==> config.mk <==
export PLATFORM = sky130hd
export DESIGN_NAME = olb_cmd_fifo
export DESIGN_NICKNAME = d
export VERILOG_FILES = /design/src/rtl/olb_pkg.sv /design/src/rtl/olb_cmd_fifo.sv
export SDC_FILE = /design/constraint.sdc
export NUM_CORES = 1
export LEC_CHECK = 0
export ABC_CLOCK_PERIOD_IN_PS = 6050
export CAP_MARGIN = 20
export CORE_MARGIN = 2
export CORE_UTILIZATION = 30
export CTS_CLUSTER_SIZE = 10
export DETAILED_ROUTE_END_ITERATION = 7
export DONT_BUFFER_PORTS = 1
export HOLD_SLACK_MARGIN = 0.08
export PLACE_DENSITY = 0.55
export REMOVE_ABC_BUFFERS = 1
export SYNTH_ARGS = -nofsm -noshare
export SYNTH_HDL_FRONTEND = slang
export SYNTH_SLANG_ARGS = --single-unit
==> constraint.sdc <==
create_clock -name clk_i -period 6.05 [get_ports clk_i]
set_input_delay 0.605 -clock clk_i [delete_from_list [all_inputs] [get_ports clk_i]]
set_output_delay 0.605 -clock clk_i [all_outputs]
set_load 0.02 [all_outputs]
==> src/rtl/olb_pkg.sv <==
// Shared types, constants and helpers for the overdub loop buffer.
// Used by olb_front, olb_cmd_fifo, olb_back and overdub_loop_buffer; depends on nothing.
package olb_pkg;

  // Loop memory geometry and sample format.
  localparam int unsigned MaxLoopSamples = 524288;
  localparam int unsigned SampleWidth    = 16;
  localparam int unsigned AddrW          = $clog2(MaxLoopSamples);

  // Port field widths.
  localparam int unsigned AudioW = 16;
  localparam int unsigned LenW   = 20;

  // The clamped length can hold MaxLoopSamples itself.
  localparam int unsigned EffLenW = AddrW + 1;
  localparam int unsigned CmpW    = (LenW > EffLenW) ? LenW : EffLenW;
  localparam int unsigned BeatW   = EffLenW - 4;
  localparam int unsigned BarW    = EffLenW - 2;

  // Length register reset value.
  localparam logic [LenW-1:0] LenReset = LenW'(352800);

  // Click levels: 0.15 rounded to the sample grid, and exactly 0.5.
  localparam longint ClickBeat = (15 * (longint'(1) << (SampleWidth - 1)) + 50) / 100;
  localparam longint ClickBar  = longint'(1) << (SampleWidth - 2);

  // Configuration port.
  localparam int unsigned PaddrW = 3;
  localparam int unsigned PdataW = 32;
  localparam logic [PaddrW-3:0] RegLoopLength = '0;

  // Command queue between front and back.
  localparam int unsigned CmdDepth = 2;
  localparam int unsigned PtrW     = (CmdDepth > 1) ? $clog2(CmdDepth) : 1;
  localparam int unsigned CntW     = $clog2(CmdDepth + 1);

  typedef enum logic [1:0] {
    OP_PASS,
    OP_PLAY,
    OP_CLEAR
  } op_e;

  // One classified request as handed from front to back.
  typedef struct packed {
    op_e                      op;
    logic signed [AudioW-1:0] audio;
    logic                     rec;
    logic [AddrW-1:0]         addr;
    logic                     beat_hit;
    logic                     bar_hit;
  } cmd_t;

  typedef enum logic [2:0] {
    ST_INIT,
    ST_IDLE,
    ST_READ,
    ST_RESOLVE,
    ST_SWEEP
  } back_state_e;

  // Signed add that clips to the sample range.
  function automatic logic signed [SampleWidth-1:0] sat_add(
    input logic signed [SampleWidth-1:0] a,
    input logic signed [SampleWidth-1:0] b
  );
    logic signed [SampleWidth:0] s;
    s = (SampleWidth + 1)'(a) + (SampleWidth + 1)'(b);
    if (s[SampleWidth] != s[SampleWidth-1]) begin
      sat_add = s[SampleWidth] ? {1'b1, {(SampleWidth - 1){1'b0}}}
                               : {1'b0, {(SampleWidth - 1){1'b1}}};
    end else begin
      sat_add = s[SampleWidth-1:0];
    end
  endfunction

endpackage

==> src/rtl/olb_cmd_fifo.sv <==
// Short command queue that decouples the front end from the memory back end.
// Depends on olb_pkg for the command type and depth.
module olb_cmd_fifo (
  input  logic          clk_i,
  input  logic          rst_ni,
  input  logic          push_i,
  input  olb_pkg::cmd_t cmd_i,
  output logic          full_o,
  input  logic          pop_i,
  output logic          valid_o,
  output olb_pkg::cmd_t cmd_o
);

  olb_pkg::cmd_t               entry_q [olb_pkg::CmdDepth];
  logic [olb_pkg::PtrW-1:0]    wr_ptr_q, rd_ptr_q;
  logic [olb_pkg::CntW-1:0]    cnt_q;

  assign full_o  = (cnt_q == olb_pkg::CntW'(olb_pkg::CmdDepth));
  assign valid_o = (cnt_q != '0);
  assign cmd_o   = entry_q[rd_ptr_q];

  // Payload storage.
  always_ff @(posedge clk_i) begin
    if (push_i) begin
      entry_q[wr_ptr_q] <= cmd_i;
    end
  end

  // Pointers and fill count.
  always_ff @(posedge clk_i or negedge rst_ni) begin
    if (!rst_ni) begin
      wr_ptr_q <= '0;
      rd_ptr_q <= '0;
      cnt_q    <= '0;
    end else begin
      if (push_i) begin
        wr_ptr_q <= (wr_ptr_q == olb_pkg::PtrW'(olb_pkg::CmdDepth - 1)) ? '0
                                                   : wr_ptr_q + olb_pkg::PtrW'(1);
      end
      if (pop_i) begin
        rd_ptr_q <= (rd_ptr_q == olb_pkg::PtrW'(olb_pkg::CmdDepth - 1)) ? '0
                                                   : rd_ptr_q + olb_pkg::PtrW'(1);
      end
      if (push_i && !pop_i) begin
        cnt_q <= cnt_q + olb_pkg::CntW'(1);
      end else if (pop_i && !push_i) begin
        cnt_q <= cnt_q - olb_pkg::CntW'(1);
      end
    end
  end

  a_no_overflow: assert property (@(posedge clk_i) disable iff (!rst_ni)
    push_i |-> !full_o)
    else $error("command queue written while full");

  a_no_underflow: assert property (@(posedge clk_i) disable iff (!rst_ni)
    pop_i |-> valid_o)
    else $error("command queue read while empty");

endmodule

==> impl_metrics.prom <==
# TYPE chip_impl_metric gauge
chip_impl_metric{name="clk_transition_reported_paths",unit="ns"} 0.07
chip_impl_metric{name="report.final.hold_viol_count",unit=""} 0
chip_impl_metric{name="drive_gt1_frac",unit=""} 0.386
chip_impl_metric{name="final.period_utilization",unit=""} 0.399
chip_impl_metric{name="syn-mean-instance-area",unit="sq um"} 23.3
chip_impl_metric{name="netlist-cell-type-count",unit=""} 14
chip_impl_metric{name="switching_share",unit=""} 0.330
chip_impl_metric{name="pin_count_of_the_biggest_net_entering_global_routing",unit=""} 41
chip_impl_metric{name="crit_buf_inv",unit=""} 1
chip_impl_metric{name="cts_repair_resize_count",unit=""} 0
chip_impl_metric{name="power.net_switching",unit="mW"} 0.565
chip_impl_metric{name="initial_antenna_violation_count",unit=""} 0
chip_impl_metric{name="pwr-share-comb",unit=""} 0.334
chip_impl_metric{name="clock_insertion_delay_worst_skew",unit="ns"} 0.34
chip_impl_metric{name="synth_simple_gate_area_frac",unit=""} 0.00878
chip_impl_metric{name="finalWirelength",unit="um"} 5300
chip_impl_metric{name="clock.fmax",unit="GHz"} 0.414
chip_impl_metric{name="grt_pass1_vias",unit=""} 1353
chip_impl_metric{name="tightestPinTransition",unit="ns"} 1.02
chip_impl_info{name="unrepaired_setup_endpoints_after_global_routing",value="false"} 1
chip_impl_metric{name="pre_cts_ws",unit="ns"} 3.98
chip_impl_info{name="cpLargestDelayFamily",value="buffers and inverters"} 1
chip_impl_metric{name="grt_use_total",unit=""} 0.0945
chip_impl_metric{name="design.die.area",unit="sq um"} 11800
chip_impl_metric{name="leakagePower",unit="nW"} 1.26
chip_impl_metric{name="dr.first_iter.drc_count",unit=""} 63
chip_impl_metric{name="p_int",unit="mW"} 1.15
chip_impl_metric{name="htree_levels",unit=""} 3
chip_impl_metric{name="cts_inserted_buffers",unit=""} 9
chip_impl_metric{name="grt.overflow.total",unit=""} 0
chip_impl_info{name="outcome",value="finished clean"} 1
chip_impl_info{name="cts_tree",value="yes"} 1
chip_impl_info{name="timing.critical_path.from_type",value="flop"} 1
chip_impl_metric{name="synthAdderAreaFrac",unit=""} 0.00382
chip_impl_metric{name="worst_slew_margin_rel",unit=""} 0.319
chip_impl_metric{name="vias_per_instance",unit=""} 4.31
chip_impl_metric{name="top_level_ports",unit=""} 86
chip_impl_metric{name="clock_power_share",unit=""} 0.189
chip_impl_metric{name="std_cell_rows",unit=""} 38
chip_impl_metric{name="seq_area_frac_synth",unit=""} 0.763
chip_impl_metric{name="detail_route.wl_per_cell",unit="um"} 18.1
chip_impl_metric{name="place_congestion",unit=""} 0.650
chip_impl_info{name="criticalPathCategory",value="flop to primary output"} 1
chip_impl_metric{name="floorplan.initialDensity",unit=""} 0.305
chip_impl_info{name="final_cell_mix",value="80 x edfxtp_1, 39 x mux2_4, 9 x clkbuf_8, 4 x xor2_1"} 1
chip_impl_metric{name="share_of_cell_area_taken_by_muxes_after_synthesis",unit=""} 0.182
chip_impl_metric{name="yosys_register_bits",unit=""} 84
chip_impl_info{name="cp_cell_sequence",value="buf_4 -> mux2_2"} 1
chip_impl_info{name="holdCritPathClass",value="primary input to flop"} 1
chip_impl_metric{name="place.detailed.hpwl",unit="um"} 3480
chip_impl_metric{name="drt_pre_antenna_iters",unit=""} 4
chip_impl_metric{name="clock_tree.buffer_depth",unit=""} 2
chip_impl_metric{name="yosys_warnings",unit=""} 0
chip_impl_info{name="crit_slowest_cell",value="buf_4"} 1
chip_impl_metric{name="coreArea",unit="sq um"} 10700
chip_impl_metric{name="antenna-diode-count",unit=""} 0
chip_impl_metric{name="synth.cell_area",unit="sq um"} 3280
chip_impl_metric{name="maxSlewViolCount",unit=""} 0
chip_impl_metric{name="syn-instance-count",unit=""} 141
chip_impl_metric{name="die-width",unit="um"} 109
chip_impl_metric{name="crit_arrival",unit="ns"} 1.81
chip_impl_info{name="final_common_cell",value="edfxtp_1"} 1
chip_impl_metric{name="synth_xor_xnor_area_share",unit=""} 0.0134
chip_impl_metric{name="final-setup-viol-count",unit=""} 0
chip_impl_info{name="combinational_family_with_the_most_area_after_synthesis",value="multiplexers"} 1
chip_impl_metric{name="design.final.nets",unit=""} 195
chip_impl_metric{name="syn_to_final_growth",unit="%"} 8.74
chip_impl_metric{name="die_y",unit="um"} 109
chip_impl_metric{name="cp_data_required_time",unit="ns"} 5.44
chip_impl_metric{name="tns",unit="ns"} 0
chip_impl_metric{name="synth_compound_area_frac",unit=""} 0
chip_impl_metric{name="post-route-drc-count",unit=""} 0
chip_impl_metric{name="seq_power_share",unit=""} 0.476
chip_impl_metric{name="vias",unit=""} 1262
chip_impl_metric{name="antenna_left",unit=""} 0
chip_impl_metric{name="first_pass_grt_wire_length",unit="um"} 7810
chip_impl_metric{name="cp_max_fo",unit=""} 39
chip_impl_info{name="setup_crit_end_kind",value="primary output"} 1
chip_impl_metric{name="fin_worst_skew",unit="ns"} 0.00452
chip_impl_metric{name="max_cap_viol_count",unit=""} 0
chip_impl_metric{name="finalWorstSetupSlack",unit="ns"} 3.63
chip_impl_info{name="cts.root.buffer_cell",value="clkbuf_8"} 1
chip_impl_metric{name="critical-path-max-stage-delay",unit="ns"} 0.58
chip_impl_metric{name="pwr_density_cell",unit="nW/um^2"} 480
chip_impl_metric{name="cts_sinks",unit=""} 84
chip_impl_metric{name="peak_supply_drop",unit="V"} 0.000180
chip_impl_metric{name="layout_min_cycle_time",unit="ns"} 2.42
chip_impl_metric{name="port_buffers",unit=""} 0
==> state kept, by name, summed over array words and instances, names as in the netlist <==
| register | flops |
|---|---|
| rd_ptr_q | 1 |
| cnt_q | 2 |
| entry_q | 80 |
| wr_ptr_q | 1 |
==> what timing repair did <==
| action | in CTS | in global routing |
|---|---|---|
| buffers inserted | 0 | 0 |
| hold endpoints to repair | 4 | 0 |
| hold buffers | 1 | 0 |
==> stage by stage <==
step	util	hold slack [ns]	instance area (sq um)	total power [mW]	std cells
floorplan	-	0.309	3190	1.33	136
global placement	0.315	0.310	3380	1.38	277
detailed placement	0.315	0.310	3380	1.41	277
CTS	0.330	0.318	3550	1.74	292
global route	0.332	0.313	3570	1.80	293
finish	0.332	0.338	3570	1.71	293
==> cells in the mapped netlist <==
master	number	area [sq um]
edfxtp_1	80	2400
xnor2_1	1	8.76
ha_1	1	12.5
buf_6	1	11.3
inv_1	1	3.75
nor2_1	1	3.75
mux2_4	39	586
buf_12	4	80.1
dfrtp_1	4	100
or2_2	1	6.26
and2_1	1	6.26
nor2b_1	2	12.5
mux2_2	1	11.3
xor2_1	4	35.0
==> final cells by class <==
class	count	area [sq um]
inverters	1	3.75
flip-flops and latches	84	2500
well taps	140	175
fillers	1033	7180
multi-input cells	51	691
repair buffers	3	37.5
clock inverters	5	31.3
clock buffers	9	124
==> cell families after synthesis <==
kind of cell | count (synthesis)
AND/OR/NAND/NOR | 5
flip-flops | 84
multiplexers | 40
buffers and inverters | 6
XOR/XNOR | 5
adder cells (fa/ha/maj) | 1
==> power groups by stage <==
| stage | registers [mW] | logic (mW) | clock network, mW |
|---|---|---|---|
| detailed placement | 0.832 | 0.576 | 0 |
| global route | 0.828 | 0.606 | 0.365 |
| CTS | 0.819 | 0.578 | 0.341 |
| floorplan | 0.872 | 0.458 | 0 |
| global placement | 0.822 | 0.561 | 0 |
| finish | 0.815 | 0.572 | 0.324 |
==> path summary, 6_finish.rpt <==
path / start / endpoint / slack [ns] / cells past startpoint
worst max-delay path: rd_ptr_q$_DFFE_PN0P_ / cmd_o[19] / 3.63 / 2
worst min-delay path: pop_i / rd_ptr_q$_DFFE_PN0P_ / 0.34 / 1
worst max register to register: wr_ptr_q$_DFFE_PN0P_ / entry_q[1][6]$_DFFE_PP_ / 4.38 / 1
worst min register to register: rd_ptr_q$_DFFE_PN0P_ / rd_ptr_q$_DFFE_PN0P_ / 0.49 / 1
max in group asynchronous: rst_ni / rd_ptr_q$_DFFE_PN0P_ / 5.34 / 1
min in group asynchronous: rst_ni / cnt_q[0]$_DFFE_PN0P_ / 0.52 / 1
==> per-layer routing <==
layer | wire, um | up-vias | global-route usage
met4 | 80 | 0 | 0.0440
met2 | 2710 | 58 | 0.154
met1 | 1840 | 640 | 0.0939
met3 | 665 | 7 | 0.0609
met5 | 0 | - | 0
li1 | - | 557 | -
(Power assumes the default switching activity.)
