==> src/rtl/olb_pkg.sv <==
// Shared types, constants and helpers for the overdub loop buffer.
// Used by olb_front, olb_cmd_fifo, olb_back and overdub_loop_buffer; depends on nothing.
package olb_pkg;

  // Loop memory geometry and sample format.
  localparam int unsigned MaxLoopSamples = 524288;
  localparam int unsigned SampleWidth    = 16;
  localparam int unsigned AddrW          = $clog2(MaxLoopSamples);

  // Port field widths.
  localparam int unsigned AudioW = 16;
  localparam int unsigned LenW   = 20;

  // The clamped length can hold MaxLoopSamples itself.
  localparam int unsigned EffLenW = AddrW + 1;
  localparam int unsigned CmpW    = (LenW > EffLenW) ? LenW : EffLenW;
  localparam int unsigned BeatW   = EffLenW - 4;
  localparam int unsigned BarW    = EffLenW - 2;

  // Length register reset value.
  localparam logic [LenW-1:0] LenReset = LenW'(352800);

  // Click levels: 0.15 rounded to the sample grid, and exactly 0.5.
  localparam longint ClickBeat = (15 * (longint'(1) << (SampleWidth - 1)) + 50) / 100;
  localparam longint ClickBar  = longint'(1) << (SampleWidth - 2);

  // Configuration port.
  localparam int unsigned PaddrW = 3;
  localparam int unsigned PdataW = 32;
  localparam logic [PaddrW-3:0] RegLoopLength = '0;

  // Command queue between front and back.
  localparam int unsigned CmdDepth = 2;
  localparam int unsigned PtrW     = (CmdDepth > 1) ? $clog2(CmdDepth) : 1;
  localparam int unsigned CntW     = $clog2(CmdDepth + 1);

  typedef enum logic [1:0] {
    OP_PASS,
    OP_PLAY,
    OP_CLEAR
  } op_e;

  // One classified request as handed from front to back.
  typedef struct packed {
    op_e                      op;
    logic signed [AudioW-1:0] audio;
    logic                     rec;
    logic [AddrW-1:0]         addr;
    logic                     beat_hit;
    logic                     bar_hit;
  } cmd_t;

  typedef enum logic [2:0] {
    ST_INIT,
    ST_IDLE,
    ST_READ,
    ST_RESOLVE,
    ST_SWEEP
  } back_state_e;

  // Signed add that clips to the sample range.
  function automatic logic signed [SampleWidth-1:0] sat_add(
    input logic signed [SampleWidth-1:0] a,
    input logic signed [SampleWidth-1:0] b
  );
    logic signed [SampleWidth:0] s;
    s = (SampleWidth + 1)'(a) + (SampleWidth + 1)'(b);
    if (s[SampleWidth] != s[SampleWidth-1]) begin
      sat_add = s[SampleWidth] ? {1'b1, {(SampleWidth - 1){1'b0}}}
                               : {1'b0, {(SampleWidth - 1){1'b1}}};
    end else begin
      sat_add = s[SampleWidth-1:0];
    end
  endfunction

endpackage

==> src/rtl/olb_front.sv <==
// Front end of the loop buffer: configuration register, play position tracking
// and classification of incoming requests into commands. Depends on olb_pkg.
module olb_front (
  input  logic                          clk_i,
  input  logic                          rst_ni,
  // Configuration port
  input  logic                          psel,
  input  logic                          penable,
  input  logic                          pwrite,
  input  logic [olb_pkg::PaddrW-1:0]    paddr,
  input  logic [olb_pkg::PdataW-1:0]    pwdata,
  output logic [olb_pkg::PdataW-1:0]    prdata,
  output logic                          pready,
  // Accepted request
  input  logic                          accept_i,
  input  logic                          func_i,
  input  logic signed [olb_pkg::AudioW-1:0] audio_in_i,
  input  logic                          play_on_i,
  input  logic                          record_on_i,
  // Classified command
  output olb_pkg::cmd_t                 cmd_o
);

  logic [olb_pkg::LenW-1:0]    len_q, len_d;
  logic [olb_pkg::AddrW-1:0]   pos_q, pos_d;
  logic [olb_pkg::BeatW-1:0]   beat_cnt_q, beat_cnt_d;
  logic [olb_pkg::BarW-1:0]    bar_cnt_q, bar_cnt_d;
  logic [olb_pkg::EffLenW-1:0] eff_len;
  logic [olb_pkg::BeatW-1:0]   beat_len;
  logic [olb_pkg::BarW-1:0]    bar_len;
  logic [olb_pkg::EffLenW-1:0] pos_inc;
  logic [olb_pkg::BeatW-1:0]   beat_inc;
  logic [olb_pkg::BarW-1:0]    bar_inc;
  logic                        reg_sel;
  logic                        cfg_we;
  logic                        advance;

  // Register decode; the port never waits.
  assign pready  = 1'b1;
  assign reg_sel = (paddr[olb_pkg::PaddrW-1:2] == olb_pkg::RegLoopLength);
  assign cfg_we  = psel && penable && pwrite && reg_sel;
  assign prdata  = reg_sel ? olb_pkg::PdataW'(len_q) : '0;

  // Effective length is the register clamped to 1..MaxLoopSamples.
  always_comb begin
    if (len_q == '0) begin
      eff_len = olb_pkg::EffLenW'(1);
    end else if (olb_pkg::CmpW'(len_q) > olb_pkg::CmpW'(olb_pkg::MaxLoopSamples)) begin
      eff_len = olb_pkg::EffLenW'(olb_pkg::MaxLoopSamples);
    end else begin
      eff_len = olb_pkg::EffLenW'(len_q);
    end
  end

  // Beat spacing is length/16 and bar spacing length/4.
  assign beat_len = eff_len[olb_pkg::EffLenW-1:4];
  assign bar_len  = eff_len[olb_pkg::EffLenW-1:2];

  // Build the command for the incoming request.
  always_comb begin
    cmd_o.audio    = audio_in_i;
    cmd_o.rec      = record_on_i;
    cmd_o.addr     = pos_q;
    cmd_o.beat_hit = (beat_len != '0) && (beat_cnt_q == '0);
    cmd_o.bar_hit  = (bar_len != '0) && (bar_cnt_q == '0);
    if (func_i) begin
      cmd_o.op = olb_pkg::OP_CLEAR;
    end else if (play_on_i) begin
      cmd_o.op = olb_pkg::OP_PLAY;
    end else begin
      cmd_o.op = olb_pkg::OP_PASS;
    end
  end

  // Position and the beat and bar phase counters step together and wrap at the length.
  assign advance  = accept_i && !func_i && play_on_i;
  assign pos_inc  = olb_pkg::EffLenW'(pos_q) + olb_pkg::EffLenW'(1);
  assign beat_inc = beat_cnt_q + olb_pkg::BeatW'(1);
  assign bar_inc  = bar_cnt_q + olb_pkg::BarW'(1);

  always_comb begin
    len_d      = len_q;
    pos_d      = pos_q;
    beat_cnt_d = beat_cnt_q;
    bar_cnt_d  = bar_cnt_q;
    if (cfg_we) begin
      // A length write rewinds the loop.
      len_d      = pwdata[olb_pkg::LenW-1:0];
      pos_d      = '0;
      beat_cnt_d = '0;
      bar_cnt_d  = '0;
    end else if (advance) begin
      if (pos_inc >= eff_len) begin
        pos_d      = '0;
        beat_cnt_d = '0;
        bar_cnt_d  = '0;
      end else begin
        pos_d      = pos_inc[olb_pkg::AddrW-1:0];
        beat_cnt_d = (beat_inc == beat_len) ? '0 : beat_inc;
        bar_cnt_d  = (bar_inc == bar_len) ? '0 : bar_inc;
      end
    end
  end

  always_ff @(posedge clk_i or negedge rst_ni) begin
    if (!rst_ni) begin
      len_q      <= olb_pkg::LenReset;
      pos_q      <= '0;
      beat_cnt_q <= '0;
      bar_cnt_q  <= '0;
    end else begin
      len_q      <= len_d;
      pos_q      <= pos_d;
      beat_cnt_q <= beat_cnt_d;
      bar_cnt_q  <= bar_cnt_d;
    end
  end

  // The play position always lies inside the loop.
  a_pos_in_loop: assert property (@(posedge clk_i) disable iff (!rst_ni)
    olb_pkg::EffLenW'(pos_q) < eff_len)
    else $error("play position outside loop length");

endmodule

==> config.mk <==
export PLATFORM = sky130hd
export DESIGN_NAME = olb_front
export DESIGN_NICKNAME = d
export VERILOG_FILES = /design/src/rtl/olb_pkg.sv /design/src/rtl/olb_front.sv
export SDC_FILE = /design/constraint.sdc
export NUM_CORES = 1
export LEC_CHECK = 0
export BUFFER_PORTS_ARGS = -buffer_cell sky130_fd_sc_hd__buf_2
export CAP_MARGIN = 10
export CORE_MARGIN = 4
export CORE_UTILIZATION = 40
export CTS_CLUSTER_SIZE = 25
export DETAILED_ROUTE_END_ITERATION = 10
export GPL_ROUTABILITY_DRIVEN = 0
export GPL_TIMING_DRIVEN = 0
export HOLD_SLACK_MARGIN = 0.08
export PLACE_DENSITY = 0.66
export SYNTH_ARGS = -nofsm -noshare
export SYNTH_HDL_FRONTEND = slang
export SYNTH_SLANG_ARGS = --single-unit
==> constraint.sdc <==
create_clock -name clk_i -period 5 [get_ports clk_i]
set_clock_uncertainty 0.2 [all_clocks]
set_input_delay 0.25 -clock clk_i [delete_from_list [all_inputs] [get_ports clk_i]]
set_output_delay 0.25 -clock clk_i [all_outputs]
set_load 0.01 [all_outputs]
==> summary.md, run 1 <==
| Metric | Value |
|---|---|
| Status | `finished clean` |
| Combinational cell fraction of total power | `38.6%` |
| Internal power | `~1.4 mW` |
| Share of final-layout standard cells stronger than drive strength 1 | `between 20 and 25%` |
| Fraction of post-synthesis cell area in the top cell type by area | `26.3%` |
| Highest-delay cell along the critical path | `dfrtp_1` |
| Share of the cycle needed by the critical path after routing | `~93%` |
| Critical-path cell list | `ha_1 -> nand3_1 -> or2_2 -> clkbuf_1 -> nor2b_1 -> and2_0 -> nand3_1 -> xnor2_1 -> ha_1 -> a21oi_1 -> nand4_1 -> a21oi_1 -> o211ai_1 -> or2_1 -> clkbuf_2 -> o311ai_0 -> o21a_1` |
| Final setup violation count | `0` |
| Relative slew slack | `43.3%` |
| Sequential group share of total power | `between 30% and 40%` |
| Library cell occupying the most area in the post-synthesis netlist | `dfrtp_1` |
| Top achievable clock speed | `approximately 0.22 GHz` |
| Gate count of the mapped netlist | `around 740` |
| Number of buffers on the longest clock path | `2` |
| Number of flops mapped to enable cells by yosys | `0` |
| Starting utilization of the core area | `between 40% and 50%` |
| Main area contributors after synthesis | `dfrtp_1, xnor2_1, ha_1` |
| Aggregate routed wire length | `just over 20 mm` |
| Worst-path clk slew | `0.06 ns` |
| Number of pins exceeding their max-slew limit in the final report | `0` |
| Worst endpoint data arrival time | `about 4.7 ns` |
| Total leakage power | `approximately 3.5 nW` |
| Number of top-level pins | `about 130` |
| TritonCTS clock tree | `yes` |
| NumNets Final | `956` |
| Startpoint of the worst-slack reg-to-reg timing path | `pos_q[0]` |
| Final-report hold violation count | `0` |
| Vertical die dimension | `134 um` |
| # H-tree levels | `3` |
| Actual transition at the worst max-transition pin | `between 0.8 and 0.9 ns` |
| Async SR Flop Fraction | `100%` |
| Number of placed instances with taps included | `~1,000` |
| Clock insertion delay at the later pin of the skew report | `roughly 0.35 ns` |
| Category of the most critical setup path | `flop to flop` |
| Post-Synthesis Mean Instance Area | `slightly below 9 um2` |
| Setup crit start | `pos_q[0]` |
| Net switching fraction of the power | `a little under two fifths` |
| DRC errors left | `0` |
| Max-capacitance violation count | `0` |
| Synth Flop Type | `dfrtp_1` |
| Number of flip-flops and latches in the synthesized netlist | `73` |
| Number of buffers inserted during clock tree synthesis | `9` |
| Via count of the first global-routing pass | `about 6,000` |
| Half-perimeter wire length after detailed placement | `15.1 mm` |
| Vias post-DR | `6,299` |
| Data required time of the critical path | `5.09 ns` |
| Root cell of the clock tree | `clkbuf_16` |
| DR WL/cell | `19.0 um` |
| Core Box Area | `roughly 15,000 um2` |
| Maximum number of pins on one net before global-route repair | `40` |
| Final Worst Setup Slack | `0.356 ns` |
| Part of the Yosys area used for sequential elements | `between 20 and 30%` |
| Non-filler instance count after layout | `about 1,100` |
| Critical path capture point type | `flop` |
| Post-route cell area | `between 7000 and 8000 um2` |
| Overflow left after global routing | `0` |
| Maximum fanout count along the critical path | `10` |
| Share of total power in the clock network | `28.6%` |
| Number of antenna violations at the first check in global routing | `0` |
| Synth cell types | `82` |
| Total Routing Usage GR | `between 20% and 30%` |
| Number of detailed-route iterations in the first pass | `5` |
| Reg-to-Reg End | `bar_cnt_q[14]` |
| Worst setup timing slack at the placement stage | `~0.0082 ns` |
| Detail Route Antenna Nets | `0` |
| Number of standard-cell rows in the floorplan | `45` |
| Number of port buffers | `a little under 90` |
| Critical Path Max Stage Delay | `approximately 0.48 ns` |
| Slack of the worst reg-to-reg path | `about 0.36 ns` |
| Initial DRC count | `around 590` |
| Most common cell in the netlist | `dfrtp_1` |
| Total number of clock tree sinks | `73` |
| Total placed instance area | `~7200 um2` |
| Net Sw Power | `around 0.9 mW` |
| Power density over the cells | `300 nW/um2` |
| Time the worst path needs with I/O delays and setup | `approximately 4.6 ns` |
| Diodes inserted | `0` |
| Fillers | `about 1,500` |
| Syn. warnings | `0` |
| Final worst hold slack | `between 0.2 and 0.25 ns` |
| Worst Reg2Reg Path Length in Cells | `17` |
| Vias per cell | `about 5.8` |
| Largest voltage drop on the vdd net | `0.211 mV` |
| DIE AREA | `~18,000 um2` |
| Chip Width | `about 130 um` |
| Top cells by instance count after synthesis | `dfrtp_1, nand2_1, nand3_1` |
| Wire length of the first global-routing pass | `between 30 and 40 mm` |
| Synthesis-to-layout area growth | `20.7%` |
| Worst Setup Start Kind | `flop` |
| Worst hold-check path type | `input pin to asynchronous set/reset pin` |
| RSZ-0062 raised after global routing | `false` |
| Setup Total Neg Slack | `0 ns` |
| Synth Cell Area | `6380 um2` |
-- how the worst max path moves through the flow --
stage / endpoint / cells after the start
after floorplan: bar_cnt_q[13] / 17
after global placement: bar_cnt_q[5] / 17
after detailed placement: bar_cnt_q[5] / 17
after CTS: bar_cnt_q[13] / 17
after global routing: pos_q[2] / 17
final: bar_cnt_q[14] / 17
-- cell type report --
cell class	instances	area, um2	share of cell area (%)
Multi-Input combinational cell	561	4000	51.9
Sequential cell	73	1830	23.8
Timing Repair Buffer	113	708	9.19
Buffer	96	534	6.93
Tap cell	211	264	3.43
Clock buffer	9	225	2.92
Clock inverter	7	70.1	0.909
Inverter	18	67.6	0.877
-- power groups by stage --
stage                     combinational (mW)  sequential [mW]  clock [mW]
final                                  0.893            0.757       0.661
after global routing                   0.977            0.767       0.691
after CTS                              0.876            0.752       0.669
after detailed placement               0.857            0.762           0
after global placement                 0.846            0.761           0
after floorplan                        0.612            0.729           0
-- layer usage --
layer	global-route usage [%]	wire, um	vias up
li1	-	-	2952
met1	31.1	8970	3006
met2	36.2	9350	297
met3	4.54	1810	44
met4	7.81	490	0
met5	0	0	-
-- logic make-up after synthesis --
group | count (synthesis) | synth area share [%]
AO/OA/AOI/OAI | 159 | 18.3
adder cells (fa/ha/maj) | 24 | 4.70
flip-flops | 73 | 28.7
AND/OR/NAND/NOR | 283 | 25.9
XOR/XNOR | 60 | 8.88
buffers and inverters | 114 | 9.35
multiplexers | 22 | 4.04
other | 2 | 0.118
-- worst max-delay path: cells and delay by family (launching register included) --
family,cells,cell delay (ns)
xor+xnor,1,0.17
buf+inv,2,0.40
fa+ha+maj,2,0.48
simple gates,7,1.61
flops,1,0.48
compound gates,5,1.26
-- per-stage QoR --
stage	total power, mW	utilization [%]
after detailed placement	1.62	46.4
after global placement	1.61	46.2
after CTS	2.30	49.7
after floorplan	1.34	-
final	2.31	50.0
after global routing	2.44	50.0
-- sequential cells by signal (all words and copies together), names as in the netlist --
name and flops:
len_q 20, pos_q 19, bar_cnt_q 18, beat_cnt_q 16
-- placed cells by master (no fill, tap or decap), drive strengths merged, types with 12 or more instances in the layout --
master       count
a22o            14
nand3           40
nand2           48
xor2            22
and3            15
mux2            20
a21oi           15
conb            13
nand2b          12
ha              24
nor2b           22
nor3            27
xnor2           35
nor4            17
clkbuf          44
dfrtp           67
a21o            12
o21ai           27
dlygate4sd3     21
a31oi           23
nand4           23
inv             19
nor2            31
buf            153
-- repair_timing --
action | in CTS | in global routing
hold endpoints to repair | 58 | 0
gates resized for setup | 1 | 9
hold buffers | 21 | 0
endpoints found under the setup margin | 2 | 47
pin swaps | 0 | 1
setup buffers | 0 | 3
Power figures use the tool's default switching activity.
==> inputs of run 2 (changes only) <==
- CELL_PAD_IN_SITES_DETAIL_PLACEMENT: unset -> 1
- CELL_PAD_IN_SITES_GLOBAL_PLACEMENT: unset -> 2
- CORE_UTILIZATION: 40 -> 33
- PLACE_DENSITY: 0.66 -> 0.86
==> run 2 against run 1 <==
Compared with the run above:
- setup slack better by 0.032 ns
- clock-buffer cell count unchanged
- final cell count is 4.8% higher
- clock power shrank 4.4%
- global-route usage decreased by 0.87 points
- highest routed layer unchanged
- power fell by 0.60%
- combinational power increased by 2%
- register-to-register slack gained 0.03 ns
==> summary.md, run 2 (synthesized netlist as in run 1, its figures left out) <==
| Metric | Value |
|---|---|
| Worst endpoint data arrival time | `4.65 ns (-0.09 ns)` |
| Met1 wire length | `11.0 mm (+23%)` |
| Total leakage power | `3.45 nW (about the same)` |
| Vertical die dimension | `147 um (+9.5%)` |
| Final Worst Setup Slack | `0.388 ns (+0.0323 ns)` |
| Vias per cell | `5.52 (-4.7%)` |
| Worst Setup Start Kind | `flop` |
| Worst-path clk slew | `0.07 ns (about the same)` |
| Maximum number of pins on one net before global-route repair | `51 (+28%)` |
| Wire length on met2 | `10.8 mm (+16%)` |
| Startpoint of the worst-slack reg-to-reg timing path | `pos_q[0]` |
| DR WL/cell | `20.8 um (+9.5%)` |
| Top layer reached by signal wires | `met4` |
| Number of flip-flops in the largest register | `20 (unchanged)` |
| Vias post-DR | `6,292 (-0.11%)` |
| Number of antenna violations at the first check in global routing | `0 (unchanged)` |
| Reg-to-Reg End | `pos_q[9]` |
| Worst setup timing slack at the placement stage | `-0.237 ns (-0.245 ns)` |
| Via count of the first global-routing pass | `6,452 (+6.6%)` |
| Total Routing Usage GR | `21.9% (-0.87 points)` |
| Max-capacitance violation count | `0 (unchanged)` |
| DIE AREA | `21,600 um2 (+20%)` |
| Sequential cell area | `1830 um2 (unchanged)` |
| Share of the cycle needed by the critical path after routing | `92.2% (-0.65 points)` |
| Initial DRC count | `421 (-29%)` |
| Detail Route Antenna Nets | `0 (unchanged)` |
| Synthesis-to-layout area growth | `21.6%` |
| Worst hold-check path type | `input pin to asynchronous set/reset pin` |
| Most used cell, CP | `nand3_1` |
| Highest-delay cell along the critical path | `dfrtp_1` |
| Number of detailed-route iterations in the first pass | `5 (unchanged)` |
| # H-tree levels | `3 (unchanged)` |
| Share of final-layout standard cells stronger than drive strength 1 | `24.9% (+0.37 points)` |
| Fillers | `2,339 (+55%)` |
| Top achievable clock speed | `0.217 GHz (+0.70%)` |
| Number of buffers inserted during clock tree synthesis | `9 (unchanged)` |
| Final setup violation count | `0 (unchanged)` |
| Half-perimeter wire length after detailed placement | `17.7 mm (+17%)` |
| Diodes inserted | `0 (unchanged)` |
| NumNets Final | `959 (+0.31%)` |
| Critical Path Max Stage Delay | `0.49 ns (about the same)` |
| Commonest non-fill, non-tap cells in the layout | `buf_2, dfrtp_1, nand2_1, buf_4, nand3_1` |
| Root cell of the clock tree | `clkbuf_16` |
| Aggregate routed wire length | `23.7 mm (+15%)` |
| Total placed instance area | `7220 um2 (+0.96%)` |
| Critical-path cell list | `ha_1 -> nand3_1 -> or2_2 -> clkbuf_1 -> nor2b_1 -> and2_1 -> nand3_1 -> xnor2_1 -> ha_1 -> nand3_1 -> nor3_1 -> nand3_1 -> a21oi_2 -> or2_1 -> buf_2 -> o21ai_0 -> a22o_1` |
| Core Box Area | `18,900 um2 (+22%)` |
| Slack of the worst reg-to-reg path | `0.39 ns (+0.03 ns)` |
| Setup crit start | `pos_q[0]` |
| Most common library cell in the layout ignoring fill and taps | `buf_2` |
| Number of buffers on the longest clock path | `2 (unchanged)` |
| Clock insertion delay at the later pin of the skew report | `0.36 ns (about the same)` |
| RSZ-0062 raised after global routing | `false` |
| Chip Width | `147 um (+9.5%)` |
| DRC errors left | `0 (unchanged)` |
| Wire length of the first global-routing pass | `37.3 mm (+14%)` |
| Power density over the cells | `296 nW/um2 (-1.3%)` |
| Critical path capture point type | `flop` |
| TritonCTS clock tree | `yes` |
| Most flops, register | `len_q` |
| Worst Reg2Reg Path Length in Cells | `17 (unchanged)` |
| Routed length on met3 | `1.43 mm (-21%)` |
| Status | `finished clean` |
| Relative slew slack | `41.0% (-2.4 points)` |
| Worst setup path end | `pos_q[9]` |
| Starting utilization of the core area | `33.8% (-7.6 points)` |
| Category of the most critical setup path | `flop to flop` |
| Total number of clock tree sinks | `73 (unchanged)` |
| Total area of multi-input combinational cells | `4000 um2 (unchanged)` |
| Maximum fanout count along the critical path | `10 (unchanged)` |
| Time the worst path needs with I/O delays and setup | `4.61 ns (-0.0323 ns)` |
| Number of standard-cell rows in the floorplan | `50 (+11%)` |
| Data required time of the critical path | `5.04 ns (-0.05 ns)` |
| Post-route cell area | `7760 um2 (+0.73%)` |
| Largest voltage drop on the vdd net | `0.181 mV (-14%)` |
| Number of top-level pins | `133 (unchanged)` |
| Final-report hold violation count | `0 (unchanged)` |
| Overflow left after global routing | `0 (unchanged)` |
| Number of port buffers | `88 (unchanged)` |
| Top flop regs | `len_q: 20 flops, pos_q: 19 flops, bar_cnt_q: 18 flops` |
| Number of pins exceeding their max-slew limit in the final report | `0 (unchanged)` |
| Actual transition at the worst max-transition pin | `0.886 ns (+0.0433 ns)` |
-- run 2: worst min path at each step --
stage	from	to	slack [ns]	cells after the start
after floorplan	rst_ni	bar_cnt_q[0]	-0.25	0
final	rst_ni	len_q[17]	0.16	2
after global placement	pwdata[18]	len_q[18]	0.28	2
after detailed placement	rst_ni	beat_cnt_q[6]	-0.004	1
after global routing	rst_ni	len_q[6]	0.18	2
after CTS	rst_ni	len_q[17]	0.17	2
-- run 2: layer usage --
metal | global-route usage [%] | vias up
met2 | 34.8 | 190
li1 | - | 2940
met4 | 5.31 | 0
met1 | 31.0 | 3141
met3 | 4.10 | 21
met5 | 0 | -
-- run 2: timing repair --
| action | in CTS | in global routing |
|---|---|---|
| hold buffers | 21 | 0 |
| endpoints found under the setup margin | 41 | 47 |
| resized for setup | 4 | 7 |
| pin swaps | 0 | 2 |
| hold endpoints to repair | 90 | 0 |
| setup buffers | 0 | 6 |
-- run 2: where the power goes --
group | internal (mW) | switching (mW) | total, mW
sequential | 0.664 | 0.0933 | 0.757
clock | 0.336 | 0.296 | 0.632
combinational | 0.381 | 0.528 | 0.909
total | 1.38 | 0.917 | 2.30
-- run 2: metrics by stage --
step	hold slack, ns	setup TNS, ns	std cells	total power [mW]	utilization, %
after floorplan	-0.246	0	748	1.34	-
after CTS	0.175	0	1134	2.30	40.8
final	0.159	0	1140	2.30	41.1
after global placement	0.283	-1.99	1096	1.62	38.1
after global routing	0.185	0	1140	2.43	41.1
after detailed placement	-0.00380	-2.90	1097	1.65	38.2
-- run 2: cell type report --
class,count,area share (%)
multi-input combinational,561,51.6
buffer,96,6.90
sequential,73,23.6
clock buffer,9,2.90
tap,260,4.19
timing repair buffer,116,9.35
clock inverter,7,0.596
inverter,18,0.870
-- run 2: worst max-delay path, delay by kind of cell (launching register included) --
| family | cells | cell delay (ns) |
|---|---|---|
| and+or+nand+nor | 9 | 1.83 |
| buffers and inverters | 2 | 0.45 |
| xor gates and xnor gates | 1 | 0.18 |
| adders and majority gates | 2 | 0.60 |
| AOI/OAI and AO/OA | 3 | 0.75 |
| DFF | 1 | 0.49 |
